File: src/hdl/bae_pkg.sv
// ============================================================================
// bae_pkg - shared types and constants of the boolean arithmetic encoder
// Request modes, coder and byte emitter commands, and the status records
// that pass between the sequencer and its two working units.
// ============================================================================
package bae_pkg;

   localparam int MODE_W    = 2;
   localparam int PROB_W    = 8;
   localparam int LIT_W     = 32;
   localparam int LEN_W     = 6;
   localparam int BYTE_W    = 8;
   localparam int RANGE_W   = 8;
   localparam int BOTTOM_W  = 32;
   localparam int SHCNT_W   = 5;
   localparam int REL_CNT_W = 6;

   localparam logic [RANGE_W-1:0]  RANGE_INIT  = 8'd255;
   localparam logic [SHCNT_W-1:0]  SHCNT_INIT  = 5'd24;
   localparam logic [SHCNT_W-1:0]  SHCNT_BYTE  = 5'd8;
   localparam logic [SHCNT_W-1:0]  SHCNT_MAX   = 5'd24;
   localparam logic [PROB_W-1:0]   HALF_PROB   = 8'd128;
   localparam logic [BOTTOM_W-1:0] LOW_MASK    = 32'h00FF_FFFF;
   localparam logic [LEN_W-1:0]    LIT_MAX     = 6'd32;
   localparam logic [REL_CNT_W-1:0] REL_CAP    = 6'd32;
   localparam logic [BYTE_W-1:0]   BYTE_ONES   = 8'hFF;
   localparam logic [BYTE_W-1:0]   BYTE_ZERO   = 8'h00;
   localparam logic [BYTE_W-1:0]   BYTE_TOP    = 8'hFE;
   localparam int                  FLUSH_BYTES = 4;

   typedef enum logic [MODE_W-1:0] {
      MODE_BIT    = 2'd0,
      MODE_LIT    = 2'd1,
      MODE_FINISH = 2'd2
   } mode_type;

   typedef enum logic [2:0] {
      C_NOP   = 3'd0,
      C_CODE  = 3'd1,
      C_NORM  = 3'd2,
      C_ALIGN = 3'd3,
      C_BYTE  = 3'd4,
      C_CLEAR = 3'd5
   } coder_op_type;

   typedef enum logic [2:0] {
      EOP_NONE  = 3'd0,
      EOP_CARRY = 3'd1,
      EOP_PUSH  = 3'd2,
      EOP_FLUSH = 3'd3,
      EOP_CLOSE = 3'd4
   } emit_op_type;

   typedef struct packed {
      coder_op_type      op;
      logic [PROB_W-1:0] prob;
      logic              bit_value;
   } coder_cmd_type;

   typedef struct packed {
      logic              range_low;
      logic              top_bit;
      logic              push_due;
      logic              fin_carry;
      logic [BYTE_W-1:0] norm_byte;
      logic [BYTE_W-1:0] fin_byte;
   } coder_stat_type;

   typedef struct packed {
      emit_op_type       op;
      logic [BYTE_W-1:0] data;
   } emit_cmd_type;

   typedef struct packed {
      logic busy;
      logic err;
   } emit_stat_type;

endpackage

File: src/hdl/bae_if.sv
// ============================================================================
// bae_if - request and response channels of the boolean arithmetic encoder
// Valid/ready channels; a transfer happens when valid and ready are high.
// ============================================================================
interface bae_req_if import bae_pkg::*; ();
   logic              valid;
   logic              ready;
   logic [MODE_W-1:0] mode;
   logic [PROB_W-1:0] prob;
   logic              bit_value;
   logic [LIT_W-1:0]  literal_value;
   logic [LEN_W-1:0]  literal_len;

   modport source (output valid, mode, prob, bit_value, literal_value, literal_len,
                   input ready);
   modport sink   (input valid, mode, prob, bit_value, literal_value, literal_len,
                   output ready);
endinterface

interface bae_rsp_if import bae_pkg::*; ();
   logic              valid;
   logic              ready;
   logic [BYTE_W-1:0] out_byte;
   logic              last;
   logic              error;

   modport source (output valid, out_byte, last, error, input ready);
   modport sink   (input valid, out_byte, last, error, output ready);
endinterface

File: src/hdl/boolean_arithmetic_encoder_top.sv
// Flow: a bit request runs one split, then normalization shifts, waiting on the emitter for
//   carries, byte pushes and released bytes; a literal repeats this for each of its bits.
// Finish resolves a tail carry, aligns, pushes FLUSH_BYTES bytes, flushes and closes; mode 3 only closes.
// Throughput: one request at a time; req ready is high only while the sequencer idles and
//   the emitter has closed; the shifter does one bit and the emitter one byte per cycle unless stalled.
// Reset: synchronous, active high; restores range 255, bottom 0, shift count 24.
// ============================================================================
// boolean_arithmetic_encoder_top - binary arithmetic encoder
// Sequencer around a shared range/bottom unit and a carry-resolving byte
// emitter. Codes single bits, literals and the stream finish.
// ============================================================================
module boolean_arithmetic_encoder_top import bae_pkg::*; #(
   parameter int MAX_FF_RUN = 16
) (
   input  logic    clock,
   input  logic    reset,
   bae_req_if.sink   req_bus,
   bae_rsp_if.source rsp_bus
);

   typedef enum logic [8:0] {
      S_IDLE   = 9'b000000001,
      S_SPLIT  = 9'b000000010,
      S_NORM   = 9'b000000100,
      S_WAIT   = 9'b000001000,
      S_FCHK   = 9'b000010000,
      S_FALIGN = 9'b000100000,
      S_FBYTE  = 9'b001000000,
      S_FFLUSH = 9'b010000000,
      S_CLOSE  = 9'b100000000
   } state_type;

   localparam int FCW = $clog2(FLUSH_BYTES);

   state_type         state_ff, state_in;
   state_type         ret_ff, ret_in;
   logic              lit_mode_ff, lit_mode_in;
   logic [PROB_W-1:0] prob_ff, prob_in;
   logic              bit_ff, bit_in;
   logic [LIT_W-1:0]  lit_ff, lit_in;
   logic [LEN_W-1:0]  len_ff, len_in;
   logic              carried_ff, carried_in;
   logic [FCW-1:0]    fcnt_ff, fcnt_in;
   logic              drain_ff, drain_in;

   coder_cmd_type  ccmd;
   coder_stat_type cstat;
   emit_cmd_type   ecmd;
   emit_stat_type  estat;

   logic             accept;
   logic [LEN_W-1:0] len_clamp;

   bae_coder u_coder (
      .clock (clock),
      .reset (reset),
      .cmd   (ccmd),
      .stat  (cstat)
   );

   bae_emit #(
      .MAX_FF_RUN (MAX_FF_RUN)
   ) u_emit (
      .clock (clock),
      .reset (reset),
      .cmd   (ecmd),
      .stat  (estat),
      .rsp   (rsp_bus)
   );

   // take a request only when the previous one has fully closed
   assign req_bus.ready = (state_ff == S_IDLE) && !drain_ff;
   assign accept        = req_bus.valid && req_bus.ready;
   assign len_clamp     = (req_bus.literal_len > LIT_MAX) ? LIT_MAX : req_bus.literal_len;

   always_comb begin
      state_in    = state_ff;
      ret_in      = ret_ff;
      lit_mode_in = lit_mode_ff;
      prob_in     = prob_ff;
      bit_in      = bit_ff;
      lit_in      = lit_ff;
      len_in      = len_ff;
      carried_in  = carried_ff;
      fcnt_in     = fcnt_ff;
      drain_in    = drain_ff;

      ccmd.op        = C_NOP;
      ccmd.prob      = lit_mode_ff ? HALF_PROB : prob_ff;
      ccmd.bit_value = lit_mode_ff ? lit_ff[5'(len_ff - LEN_W'(1))] : bit_ff;
      ecmd.op        = EOP_NONE;
      ecmd.data      = cstat.norm_byte;

      case (state_ff)
         S_IDLE: begin
            // hold ready low until the emitter has closed the last request
            if (drain_ff) begin
               if (!estat.busy) begin
                  drain_in = 1'b0;
               end
            end else if (accept) begin
               if (estat.err) begin
                  // sticky error: answer with the marker alone
                  state_in = S_CLOSE;
               end else begin
                  case (req_bus.mode)
                     MODE_BIT: begin
                        prob_in     = req_bus.prob;
                        bit_in      = req_bus.bit_value;
                        lit_mode_in = 1'b0;
                        state_in    = S_SPLIT;
                     end
                     MODE_LIT: begin
                        lit_in      = req_bus.literal_value;
                        len_in      = len_clamp;
                        lit_mode_in = 1'b1;
                        state_in    = (len_clamp == '0) ? S_CLOSE : S_SPLIT;
                     end
                     MODE_FINISH: begin
                        state_in = S_FCHK;
                     end
                     default: begin
                        state_in = S_CLOSE;
                     end
                  endcase
               end
            end
         end
         S_SPLIT: begin
            // one split multiply per coded bit
            ccmd.op    = C_CODE;
            carried_in = 1'b0;
            if (lit_mode_ff) begin
               len_in = len_ff - LEN_W'(1);
            end
            state_in = S_NORM;
         end
         S_NORM: begin
            if (!cstat.range_low) begin
               state_in = (lit_mode_ff && (len_ff != '0)) ? S_SPLIT : S_CLOSE;
            end else if (cstat.top_bit && !carried_ff) begin
               // resolve the carry before the bit leaves bottom
               ecmd.op    = EOP_CARRY;
               carried_in = 1'b1;
               ret_in     = S_NORM;
               state_in   = S_WAIT;
            end else begin
               ccmd.op    = C_NORM;
               carried_in = 1'b0;
               if (cstat.push_due) begin
                  ecmd.op   = EOP_PUSH;
                  ecmd.data = cstat.norm_byte;
                  ret_in    = S_NORM;
                  state_in  = S_WAIT;
               end
            end
         end
         S_WAIT: begin
            if (!estat.busy) begin
               state_in = estat.err ? S_CLOSE : ret_ff;
            end
         end
         S_FCHK: begin
            if (cstat.fin_carry) begin
               ecmd.op  = EOP_CARRY;
               ret_in   = S_FALIGN;
               state_in = S_WAIT;
            end else begin
               state_in = S_FALIGN;
            end
         end
         S_FALIGN: begin
            // shift the tail up by the pending count
            ccmd.op  = C_ALIGN;
            fcnt_in  = '0;
            state_in = S_FBYTE;
         end
         S_FBYTE: begin
            ccmd.op   = C_BYTE;
            ecmd.op   = EOP_PUSH;
            ecmd.data = cstat.fin_byte;
            fcnt_in   = fcnt_ff + FCW'(1);
            ret_in    = (fcnt_ff == FCW'(FLUSH_BYTES - 1)) ? S_FFLUSH : S_FBYTE;
            state_in  = S_WAIT;
         end
         S_FFLUSH: begin
            // drain held byte and run, and return the coder to reset values
            ccmd.op  = C_CLEAR;
            ecmd.op  = EOP_FLUSH;
            ret_in   = S_CLOSE;
            state_in = S_WAIT;
         end
         S_CLOSE: begin
            ecmd.op  = EOP_CLOSE;
            drain_in = 1'b1;
            state_in = S_IDLE;
         end
         default: begin
            state_in = S_IDLE;
         end
      endcase
   end

   always_ff @(posedge clock) begin
      if (reset) begin
         state_ff   <= S_IDLE;
         ret_ff     <= S_IDLE;
         carried_ff <= 1'b0;
         fcnt_ff    <= '0;
         drain_ff   <= 1'b0;
      end else begin
         state_ff   <= state_in;
         ret_ff     <= ret_in;
         carried_ff <= carried_in;
         fcnt_ff    <= fcnt_in;
         drain_ff   <= drain_in;
      end
   end

   always_ff @(posedge clock) begin
      lit_mode_ff <= lit_mode_in;
      prob_ff     <= prob_in;
      bit_ff      <= bit_in;
      lit_ff      <= lit_in;
      len_ff      <= len_in;
   end

   // the emitter only takes a command while it is idle
   assert property (@(posedge clock) disable iff (reset)
      (ecmd.op != EOP_NONE) |-> !estat.busy)
      else $error("emitter command issued while busy");

   // a request is accepted only with the emitter idle
   assert property (@(posedge clock) disable iff (reset)
      accept |-> !estat.busy)
      else $error("request accepted while emitter busy");

   // the error state never clears short of reset
   assert property (@(posedge clock) disable iff (reset)
      estat.err |=> estat.err)
      else $error("error flag dropped");

   // between requests the range is normalized unless coding has failed
   assert property (@(posedge clock) disable iff (reset)
      (state_ff == S_IDLE && !estat.err) |-> !cstat.range_low)
      else $error("range left unnormalized");

endmodule

File: src/hdl/bae_coder.sv
// ============================================================================
// bae_coder - range/bottom arithmetic unit
// Holds range, bottom and shift count; one split multiply and one shared
// left shifter serve bit coding, normalization and the finish alignment.
// ============================================================================
module bae_coder import bae_pkg::*; (
   input  logic           clock,
   input  logic           reset,
   input  coder_cmd_type  cmd,
   output coder_stat_type stat
);

   logic [RANGE_W-1:0]  range_ff, range_in;
   logic [BOTTOM_W-1:0] bottom_ff, bottom_in;
   logic [SHCNT_W-1:0]  shcnt_ff, shcnt_in;

   logic [SHCNT_W-1:0]    shcnt_eff;
   logic [SHCNT_W-1:0]    shamt;
   logic [SHCNT_W-1:0]    shcnt_dec;
   logic [SHCNT_W-1:0]    fin_idx;
   logic [BOTTOM_W-1:0]   shifted;
   logic [2*RANGE_W-1:0]  prod;
   logic [RANGE_W-1:0]    split;

   always_comb begin
      // the guard only matters for counts that never occur
      shcnt_eff = ((shcnt_ff == '0) || (shcnt_ff > SHCNT_MAX)) ? SHCNT_MAX : shcnt_ff;
      fin_idx   = SHCNT_W'(6'd32 - {1'b0, shcnt_eff});
      case (cmd.op)
         C_NORM:  shamt = SHCNT_W'(1);
         C_ALIGN: shamt = shcnt_eff;
         default: shamt = SHCNT_W'(BYTE_W);
      endcase
      shifted   = bottom_ff << shamt;
      prod      = (range_ff - RANGE_W'(1)) * cmd.prob;
      split     = RANGE_W'(1) + prod[2*RANGE_W-1:RANGE_W];
      shcnt_dec = shcnt_ff - SHCNT_W'(1);
   end

   always_comb begin
      range_in  = range_ff;
      bottom_in = bottom_ff;
      shcnt_in  = shcnt_ff;
      case (cmd.op)
         C_CODE: begin
            if (cmd.bit_value) begin
               bottom_in = bottom_ff + BOTTOM_W'(split);
               range_in  = range_ff - split;
            end else begin
               range_in  = split;
            end
         end
         C_NORM: begin
            range_in  = {range_ff[RANGE_W-2:0], 1'b0};
            bottom_in = shifted;
            shcnt_in  = shcnt_dec;
            if (shcnt_dec == '0) begin
               bottom_in = shifted & LOW_MASK;
               shcnt_in  = SHCNT_BYTE;
            end
         end
         C_ALIGN, C_BYTE: begin
            bottom_in = shifted;
         end
         C_CLEAR: begin
            range_in  = RANGE_INIT;
            bottom_in = '0;
            shcnt_in  = SHCNT_INIT;
         end
         default: begin
         end
      endcase
   end

   always_ff @(posedge clock) begin
      if (reset) begin
         range_ff  <= RANGE_INIT;
         bottom_ff <= '0;
         shcnt_ff  <= SHCNT_INIT;
      end else begin
         range_ff  <= range_in;
         bottom_ff <= bottom_in;
         shcnt_ff  <= shcnt_in;
      end
   end

   assign stat.range_low = ~range_ff[RANGE_W-1];
   assign stat.top_bit   = bottom_ff[BOTTOM_W-1];
   assign stat.push_due  = (shcnt_ff == SHCNT_W'(1));
   assign stat.fin_carry = bottom_ff[fin_idx];
   assign stat.norm_byte = bottom_ff[BOTTOM_W-2:BOTTOM_W-1-BYTE_W];
   assign stat.fin_byte  = bottom_ff[BOTTOM_W-1:BOTTOM_W-BYTE_W];

endmodule

File: src/hdl/bae_emit.sv
// ============================================================================
// bae_emit - carry resolution and byte output
// Keeps the held byte and the 0xFF run, releases bytes one per cycle while the
// output is free, and delays each byte one slot to mark a request's last byte.
// ============================================================================
module bae_emit import bae_pkg::*; #(
   parameter int MAX_FF_RUN = 16
) (
   input  logic          clock,
   input  logic          reset,
   input  emit_cmd_type  cmd,
   output emit_stat_type stat,
   bae_rsp_if.source     rsp
);

   localparam int RCW = $clog2(MAX_FF_RUN + 2);

   typedef enum logic [2:0] {
      E_IDLE  = 3'b001,
      E_REL   = 3'b010,
      E_CLOSE = 3'b100
   } estate_type;

   estate_type           state_ff, state_in;
   logic [BYTE_W-1:0]    held_ff, held_in;
   logic                 held_valid_ff, held_valid_in;
   logic [RCW-1:0]       run_ff, run_in;
   logic                 err_ff, err_in;
   logic [BYTE_W-1:0]    rel_byte_ff, rel_byte_in;
   logic [BYTE_W-1:0]    fill_ff, fill_in;
   logic [RCW-1:0]       rel_left_ff, rel_left_in;
   logic [REL_CNT_W-1:0] rel_cnt_ff, rel_cnt_in;
   logic [BYTE_W-1:0]    pend_ff, pend_in;
   logic                 pend_valid_ff, pend_valid_in;
   logic [BYTE_W-1:0]    out_byte_ff, out_byte_in;
   logic                 out_last_ff, out_last_in;
   logic                 out_err_ff, out_err_in;
   logic                 out_valid_ff, out_valid_in;

   logic           out_free;
   logic           advance;
   logic [RCW-1:0] rel_total;

   always_comb begin
      state_in      = state_ff;
      held_in       = held_ff;
      held_valid_in = held_valid_ff;
      run_in        = run_ff;
      err_in        = err_ff;
      rel_byte_in   = rel_byte_ff;
      fill_in       = fill_ff;
      rel_left_in   = rel_left_ff;
      rel_cnt_in    = rel_cnt_ff;
      pend_in       = pend_ff;
      pend_valid_in = pend_valid_ff;
      out_byte_in   = out_byte_ff;
      out_last_in   = out_last_ff;
      out_err_in    = out_err_ff;
      out_valid_in  = out_valid_ff;
      advance       = 1'b0;

      out_free  = ~out_valid_ff | rsp.ready;
      rel_total = RCW'(held_valid_ff) + run_ff;

      if (out_valid_ff && rsp.ready) begin
         out_valid_in = 1'b0;
      end

      case (state_ff)
         E_IDLE: begin
            case (cmd.op)
               EOP_CARRY: begin
                  if (!held_valid_ff) begin
                     err_in = 1'b1;
                  end else if (run_ff != '0) begin
                     // held byte plus one, then the run turns into zeros
                     rel_byte_in = held_ff + BYTE_W'(1);
                     fill_in     = BYTE_ZERO;
                     rel_left_in = run_ff;
                     state_in    = E_REL;
                     held_in     = '0;
                     run_in      = '0;
                  end else if (held_ff >= BYTE_TOP) begin
                     held_in       = '0;
                     held_valid_in = 1'b0;
                     run_in        = RCW'(1);
                  end else begin
                     held_in = held_ff + BYTE_W'(1);
                  end
               end
               EOP_PUSH: begin
                  if (cmd.data == BYTE_ONES) begin
                     if (run_ff >= RCW'(MAX_FF_RUN)) begin
                        err_in = 1'b1;
                     end else begin
                        run_in = run_ff + RCW'(1);
                     end
                  end else begin
                     rel_byte_in   = held_valid_ff ? held_ff : BYTE_ONES;
                     fill_in       = BYTE_ONES;
                     rel_left_in   = rel_total;
                     if (rel_total != '0) begin
                        state_in = E_REL;
                     end
                     held_in       = cmd.data;
                     held_valid_in = 1'b1;
                     run_in        = '0;
                  end
               end
               EOP_FLUSH: begin
                  rel_byte_in   = held_valid_ff ? held_ff : BYTE_ONES;
                  fill_in       = BYTE_ONES;
                  rel_left_in   = rel_total;
                  if (rel_total != '0) begin
                     state_in = E_REL;
                  end
                  held_in       = '0;
                  held_valid_in = 1'b0;
                  run_in        = '0;
               end
               EOP_CLOSE: begin
                  state_in = E_CLOSE;
               end
               default: begin
               end
            endcase
         end
         E_REL: begin
            if (rel_cnt_ff == REL_CAP) begin
               // drop bytes past the per-request limit
               advance = 1'b1;
            end else if (!pend_valid_ff || out_free) begin
               if (pend_valid_ff) begin
                  out_byte_in  = pend_ff;
                  out_last_in  = 1'b0;
                  out_err_in   = 1'b0;
                  out_valid_in = 1'b1;
               end
               pend_in       = rel_byte_ff;
               pend_valid_in = 1'b1;
               rel_cnt_in    = rel_cnt_ff + REL_CNT_W'(1);
               advance       = 1'b1;
            end
            if (advance) begin
               rel_byte_in = fill_ff;
               rel_left_in = rel_left_ff - RCW'(1);
               if (rel_left_ff == RCW'(1)) begin
                  state_in = E_IDLE;
               end
            end
         end
         E_CLOSE: begin
            if (pend_valid_ff) begin
               if (out_free) begin
                  out_byte_in   = pend_ff;
                  out_last_in   = ~err_ff;
                  out_err_in    = 1'b0;
                  out_valid_in  = 1'b1;
                  pend_valid_in = 1'b0;
                  if (!err_ff) begin
                     state_in   = E_IDLE;
                     rel_cnt_in = '0;
                  end
               end
            end else if (err_ff) begin
               if (out_free) begin
                  out_byte_in  = BYTE_ZERO;
                  out_last_in  = 1'b1;
                  out_err_in   = 1'b1;
                  out_valid_in = 1'b1;
                  state_in     = E_IDLE;
                  rel_cnt_in   = '0;
               end
            end else begin
               state_in   = E_IDLE;
               rel_cnt_in = '0;
            end
         end
         default: begin
            state_in = E_IDLE;
         end
      endcase
   end

   always_ff @(posedge clock) begin
      if (reset) begin
         state_ff      <= E_IDLE;
         held_ff       <= '0;
         held_valid_ff <= 1'b0;
         run_ff        <= '0;
         err_ff        <= 1'b0;
         rel_left_ff   <= '0;
         rel_cnt_ff    <= '0;
         pend_valid_ff <= 1'b0;
         out_valid_ff  <= 1'b0;
      end else begin
         state_ff      <= state_in;
         held_ff       <= held_in;
         held_valid_ff <= held_valid_in;
         run_ff        <= run_in;
         err_ff        <= err_in;
         rel_left_ff   <= rel_left_in;
         rel_cnt_ff    <= rel_cnt_in;
         pend_valid_ff <= pend_valid_in;
         out_valid_ff  <= out_valid_in;
      end
   end

   always_ff @(posedge clock) begin
      rel_byte_ff <= rel_byte_in;
      fill_ff     <= fill_in;
      pend_ff     <= pend_in;
      out_byte_ff <= out_byte_in;
      out_last_ff <= out_last_in;
      out_err_ff  <= out_err_in;
   end

   assign stat.busy    = (state_ff != E_IDLE);
   assign stat.err     = err_ff;
   assign rsp.valid    = out_valid_ff;
   assign rsp.out_byte = out_byte_ff;
   assign rsp.last     = out_last_ff;
   assign rsp.error    = out_err_ff;

endmodule
File: src/flat_wrapper.sv
// flat-port wrapper written by rule: the top's interface ports become plain ports
module boolean_arithmetic_encoder_top_flat import bae_pkg::*;
#(
   parameter int MAX_FF_RUN = 16
)
  (clock, reset, req_bus_valid, req_bus_mode, req_bus_prob, req_bus_bit_value, req_bus_literal_value, req_bus_literal_len, req_bus_ready, rsp_bus_valid, rsp_bus_out_byte, rsp_bus_last, rsp_bus_error, rsp_bus_ready);
  bae_req_if req_bus_i ();
  bae_rsp_if rsp_bus_i ();
  input  logic clock;
  input  logic reset;
  input wire logic [$bits(req_bus_i.valid)-1:0] req_bus_valid;
  input wire logic [$bits(req_bus_i.mode)-1:0] req_bus_mode;
  input wire logic [$bits(req_bus_i.prob)-1:0] req_bus_prob;
  input wire logic [$bits(req_bus_i.bit_value)-1:0] req_bus_bit_value;
  input wire logic [$bits(req_bus_i.literal_value)-1:0] req_bus_literal_value;
  input wire logic [$bits(req_bus_i.literal_len)-1:0] req_bus_literal_len;
  output wire logic [$bits(req_bus_i.ready)-1:0] req_bus_ready;
  output wire logic [$bits(rsp_bus_i.valid)-1:0] rsp_bus_valid;
  output wire logic [$bits(rsp_bus_i.out_byte)-1:0] rsp_bus_out_byte;
  output wire logic [$bits(rsp_bus_i.last)-1:0] rsp_bus_last;
  output wire logic [$bits(rsp_bus_i.error)-1:0] rsp_bus_error;
  input wire logic [$bits(rsp_bus_i.ready)-1:0] rsp_bus_ready;
  assign req_bus_i.valid = req_bus_valid;
  assign req_bus_i.mode = req_bus_mode;
  assign req_bus_i.prob = req_bus_prob;
  assign req_bus_i.bit_value = req_bus_bit_value;
  assign req_bus_i.literal_value = req_bus_literal_value;
  assign req_bus_i.literal_len = req_bus_literal_len;
  assign req_bus_ready = req_bus_i.ready;
  assign rsp_bus_valid = rsp_bus_i.valid;
  assign rsp_bus_out_byte = rsp_bus_i.out_byte;
  assign rsp_bus_last = rsp_bus_i.last;
  assign rsp_bus_error = rsp_bus_i.error;
  assign rsp_bus_i.ready = rsp_bus_ready;
  boolean_arithmetic_encoder_top #(.MAX_FF_RUN(MAX_FF_RUN)) u_core (.clock(clock), .reset(reset), .req_bus(req_bus_i), .rsp_bus(rsp_bus_i));
endmodule
File: config.mk
export PLATFORM = sky130hd
export DESIGN_NAME = boolean_arithmetic_encoder_top_flat
export DESIGN_NICKNAME = d
export VERILOG_FILES = /design/src/hdl/bae_pkg.sv /design/src/hdl/bae_if.sv /design/src/hdl/boolean_arithmetic_encoder_top.sv /design/src/hdl/bae_coder.sv /design/src/hdl/bae_emit.sv /design/src/flat_wrapper.sv
export SDC_FILE = /design/constraint.sdc
export NUM_CORES = 1
export LEC_CHECK = 0
export BUFFER_PORTS_ARGS = -buffer_cell sky130_fd_sc_hd__buf_2
export CAP_MARGIN = 25
export CORE_UTILIZATION = 50
export DETAILED_ROUTE_END_ITERATION = 7
export GPL_ROUTABILITY_DRIVEN = 0
export MAX_ROUTING_LAYER = met4
export PLACE_DENSITY_LB_ADDON = 0.08
export SLEW_MARGIN = 20
export SYNTH_ARGS = -nofsm -noshare
export SYNTH_HDL_FRONTEND = slang
export SYNTH_HIERARCHICAL = 1
export SYNTH_SLANG_ARGS = --single-unit
File: constraint.sdc
create_clock -name clock -period 12.4 [get_ports clock]
set_input_delay 2.48 -clock clock [delete_from_list [all_inputs] [get_ports clock]]
set_output_delay 2.48 -clock clock [all_outputs]
set_load 0.1 [all_outputs]
==> run summary <==
most frequent cell after synthesis -> nand2_1
CP required -> 12.70 ns
Min Clock Period, post-route -> 8.549 ns
reg2reg setup slack -> 3.85 ns
Yosys warnings -> 6
Fin Hold WS -> 0.4244 ns
multi-input logic area -> 9557 um2
placed cell area -> 15,110 um2
Ant. Diodes -> 0
Core ar. -> 28,860 um2
Yosys cell types -> 108
initial antenna violation count -> 0
number of clock buffers inserted by TritonCTS -> 17
synth-to-layout area growth -> 6.272%
I/O Buffers -> 64
status -> finished, final reports clean
DP HPWL -> 28.12 mm
final setup skew -> 0.01831 ns
Critical Path Sink Type -> flop
Post-synth top cells -> 147 x nand2_1, 132 x inv_1, 104 x a21oi_1
CP Depth -> 32
global route overflow -> 0
Initial Util -> 51.22%
Slew headroom -> 29.60%
Design Area, Final -> 15,710 um2
Pwr per Cell Area -> 227.0 nW/um2
via count -> 12,510
chip width -> 173.9 um
drt total wl -> 38.44 mm
DRT iter0 DRCs -> 1,216
post-synth net total -> 1,841
Final Slew Violations -> 0
wire per inst -> 18.80 um
H-tree levels -> 4
FF/Latch Area -> 4154 um2
Worst setup SP type -> flop
ys flop type -> dfxtp_1
beginning of the critical path -> u_core/u_coder/range_ff[0]
CP top delay family -> adder cells
Yosys top cell by area -> edfxtp_1
Root Buffer Master -> clkbuf_16
Die Height -> 173.9 um
Yosys top cell area share -> 15.24%
Setup Viol. Count Final -> 0
GRT Util Overall -> 26.87%
RSZ-0062 raised after global routing -> false
total power draw -> 3.566 mW
leading post-synthesis cells by cell area -> edfxtp_1 15%, dfxtp_1 13%, fa_1 7.6%, ha_1 5.4%, mux2i_1 4.2%
max incr delay on CP -> 0.77 ns
Post-CTS Resized -> 0
max_cap viols -> 0
Filler cells -> 2,636
Worst R2R Start -> u_core/u_coder/range_ff[0]
asr flop ratio synth -> 0%
Final Hold Viols -> 0
# IOs -> 65
number of vias per cell -> 6.117
Critical Path Fanout Max -> 11
Cell Area, Synth -> 14,780 um2
EDFF count, synth -> 75
Residual DRC -> 0
global-route wire length before repair -> 63.39 mm
LEAKAGE -> 6.023 nW
die outline area -> 30,260 um2
Worst EP arrival -> 8.85 ns
most used cell along the critical path -> inv_1
clock buffer depth -> 2
Rows -> 62
hold-fix buffers at CTS -> 0
Worst Setup EP -> u_core/u_coder/bottom_ff[30]
Worst Hold Class -> flop to flop
Reg2Reg Depth -> 32
worst skew pair latency -> 0.45 ns
CTS sink cnt -> 170
sequential cell area fraction in the yosys report -> 28.10%
period utilization -> 68.94%
Setup Total Neg Slack -> 0 ns
Critical Path Slowest Stage Cell -> a2111oi_0
fmax -> 117.0 MHz
Clock Pin Slew Worst Setup and Hold Paths -> 0.07 ns
syn avg cell area -> 8.862 um2
Routed Antenna Nets -> 0
vias in the first global route -> 11,978
Post CTS Setup Buffer Count -> 0
Worst-Margin Slew -> 1.045 ns
TritonCTS clock tree -> done
fraction of layout cells with a size suffix above 1 -> 12.52%
Place WS -> 3.886 ns
CP Class -> flop to flop
crit path buf inv count -> 5
nets@finish -> 1,821
first-pass iteration count of the detailed router -> 6
r2r endpoint -> u_core/u_coder/bottom_ff[30]
final worst slack -> 3.851 ns
largest net degree at the start of global routing -> 42
Peak VDD IR -> 0.3557 mV
#FFs+latches synth -> 170
Post-Syn Instances -> 1,668
==> worst register-to-register path: cells and delay by family (launching register included) <==
family,cells,cell delay [ns]
XOR/XNOR,3,0.45
flip-flops,1,0.42
AND/OR/NAND/NOR,9,1.78
AO/OA/AOI/OAI,8,2.44
adder cells (fa/ha/maj),7,2.92
buffers and inverters,5,0.42
==> cell usage in the layout (no fill, tap or decap), types with 19 or more instances in the layout <==
master / synthesis / routed
nand2_1: 147 / 147
inv_1: 132 / 132
a21oi_1: 104 / 103
nor2_1: 100 / 100
dfxtp_1: 95 / 95
o21ai_0: 89 / 89
edfxtp_1: 75 / 75
buf_2: 20 / 64
ha_1: 64 / 64
mux2i_1: 62 / 62
fa_1: 56 / 56
nand3_1: 47 / 47
nor3_1: 47 / 46
nor2b_1: 41 / 41
and2_1: 34 / 34
xnor2_1: 32 / 32
mux4_2: 26 / 26
o211ai_1: 24 / 24
mux2_2: 23 / 23
xor2_1: 22 / 22
or3_1: 19 / 19
==> layout make-up <==
type,instances,share of cell area (%)
Timing Repair Buffer,75,2.565
Inverter,137,3.274
Clock buffer,17,2.708
Multi-Input combinational cell,1247,60.84
Tap cell,384,3.059
Sequential cell,170,26.44
Clock inverter,15,1.115
==> state kept, by name, indices dropped and copies added (netlist names), 6 cells and up <==
| register | cells |
|---|---|
| u_core/u_emit/pend_ff | 8 |
| u_core/state_ff | 9 |
| u_core/u_coder/range_ff | 8 |
| u_core/ret_ff | 6 |
| u_core/prob_ff | 8 |
| u_core/u_emit/held_ff | 8 |
| u_core/len_ff | 6 |
| u_core/lit_ff | 32 |
| u_core/u_coder/bottom_ff | 32 |
| u_core/u_emit/rel_cnt_ff | 6 |
| u_core/u_emit/rel_byte_ff | 8 |
| u_core/u_emit/rsp.out_byte | 8 |
==> kinds of logic (layout without fill, tap and decap cells) <==
| kind of cell | count (synthesis) | in the layout | share of synthesized area, % |
|---|---|---|---|
| simple gates | 565 | 565 | 20.31 |
| compound gates | 392 | 392 | 17.61 |
| buf+inv | 251 | 244 | 7.305 |
| flops | 170 | 170 | 28.10 |
| fa+ha+maj | 121 | 121 | 13.07 |
| mux | 114 | 114 | 10.22 |
| xor+xnor | 55 | 55 | 3.386 |
==> worst min path at each step <==
stage / start / endpoint / slack, ns / cells after the start
detailed placement: u_core/u_emit/rel_byte_ff[6] / u_core/u_emit/pend_ff[6] / 0.41 / 0
floorplan: u_core/u_emit/rel_byte_ff[0] / u_core/u_emit/pend_ff[0] / 0.40 / 0
finish: u_core/u_emit/rel_byte_ff[6] / u_core/u_emit/pend_ff[6] / 0.42 / 0
global route: u_core/u_emit/rel_byte_ff[6] / u_core/u_emit/pend_ff[6] / 0.43 / 0
CTS: u_core/u_emit/rel_byte_ff[6] / u_core/u_emit/pend_ff[6] / 0.43 / 0
global placement: u_core/u_emit/rel_byte_ff[6] / u_core/u_emit/pend_ff[6] / 0.40 / 0
==> power breakdown <==
| part | internal [mW] | total [mW] | switching [mW] |
|---|---|---|---|
| sequential | 0.615 | 0.652 | 0.0368 |
| clock | 0.273 | 0.544 | 0.272 |
| combinational | 0.976 | 2.37 | 1.39 |
| total | 1.86 | 3.57 | 1.70 |
==> per-stage QoR <==
| stage | utilization (%) | cells |
|---|---|---|
| after floorplan | - | 1668 |
| after global placement | 52.35 | 2013 |
| after detailed placement | 52.35 | 2013 |
| after CTS | 54.44 | 2045 |
| after global routing | 54.44 | 2045 |
| final | 54.44 | 2045 |
==> per-layer routing <==
metal | vias to the layer above | part of all wire [%] | track usage [%]
li1 | 5978 | - | -
met1 | 5979 | 46 | 35.33
met2 | 479 | 46 | 42.28
met3 | 74 | 6.2 | 4.374
met4 | 0 | 2.4 | 8.662
met5 | - | 0 | -
Note: power is estimated with default switching activity, not from simulation.
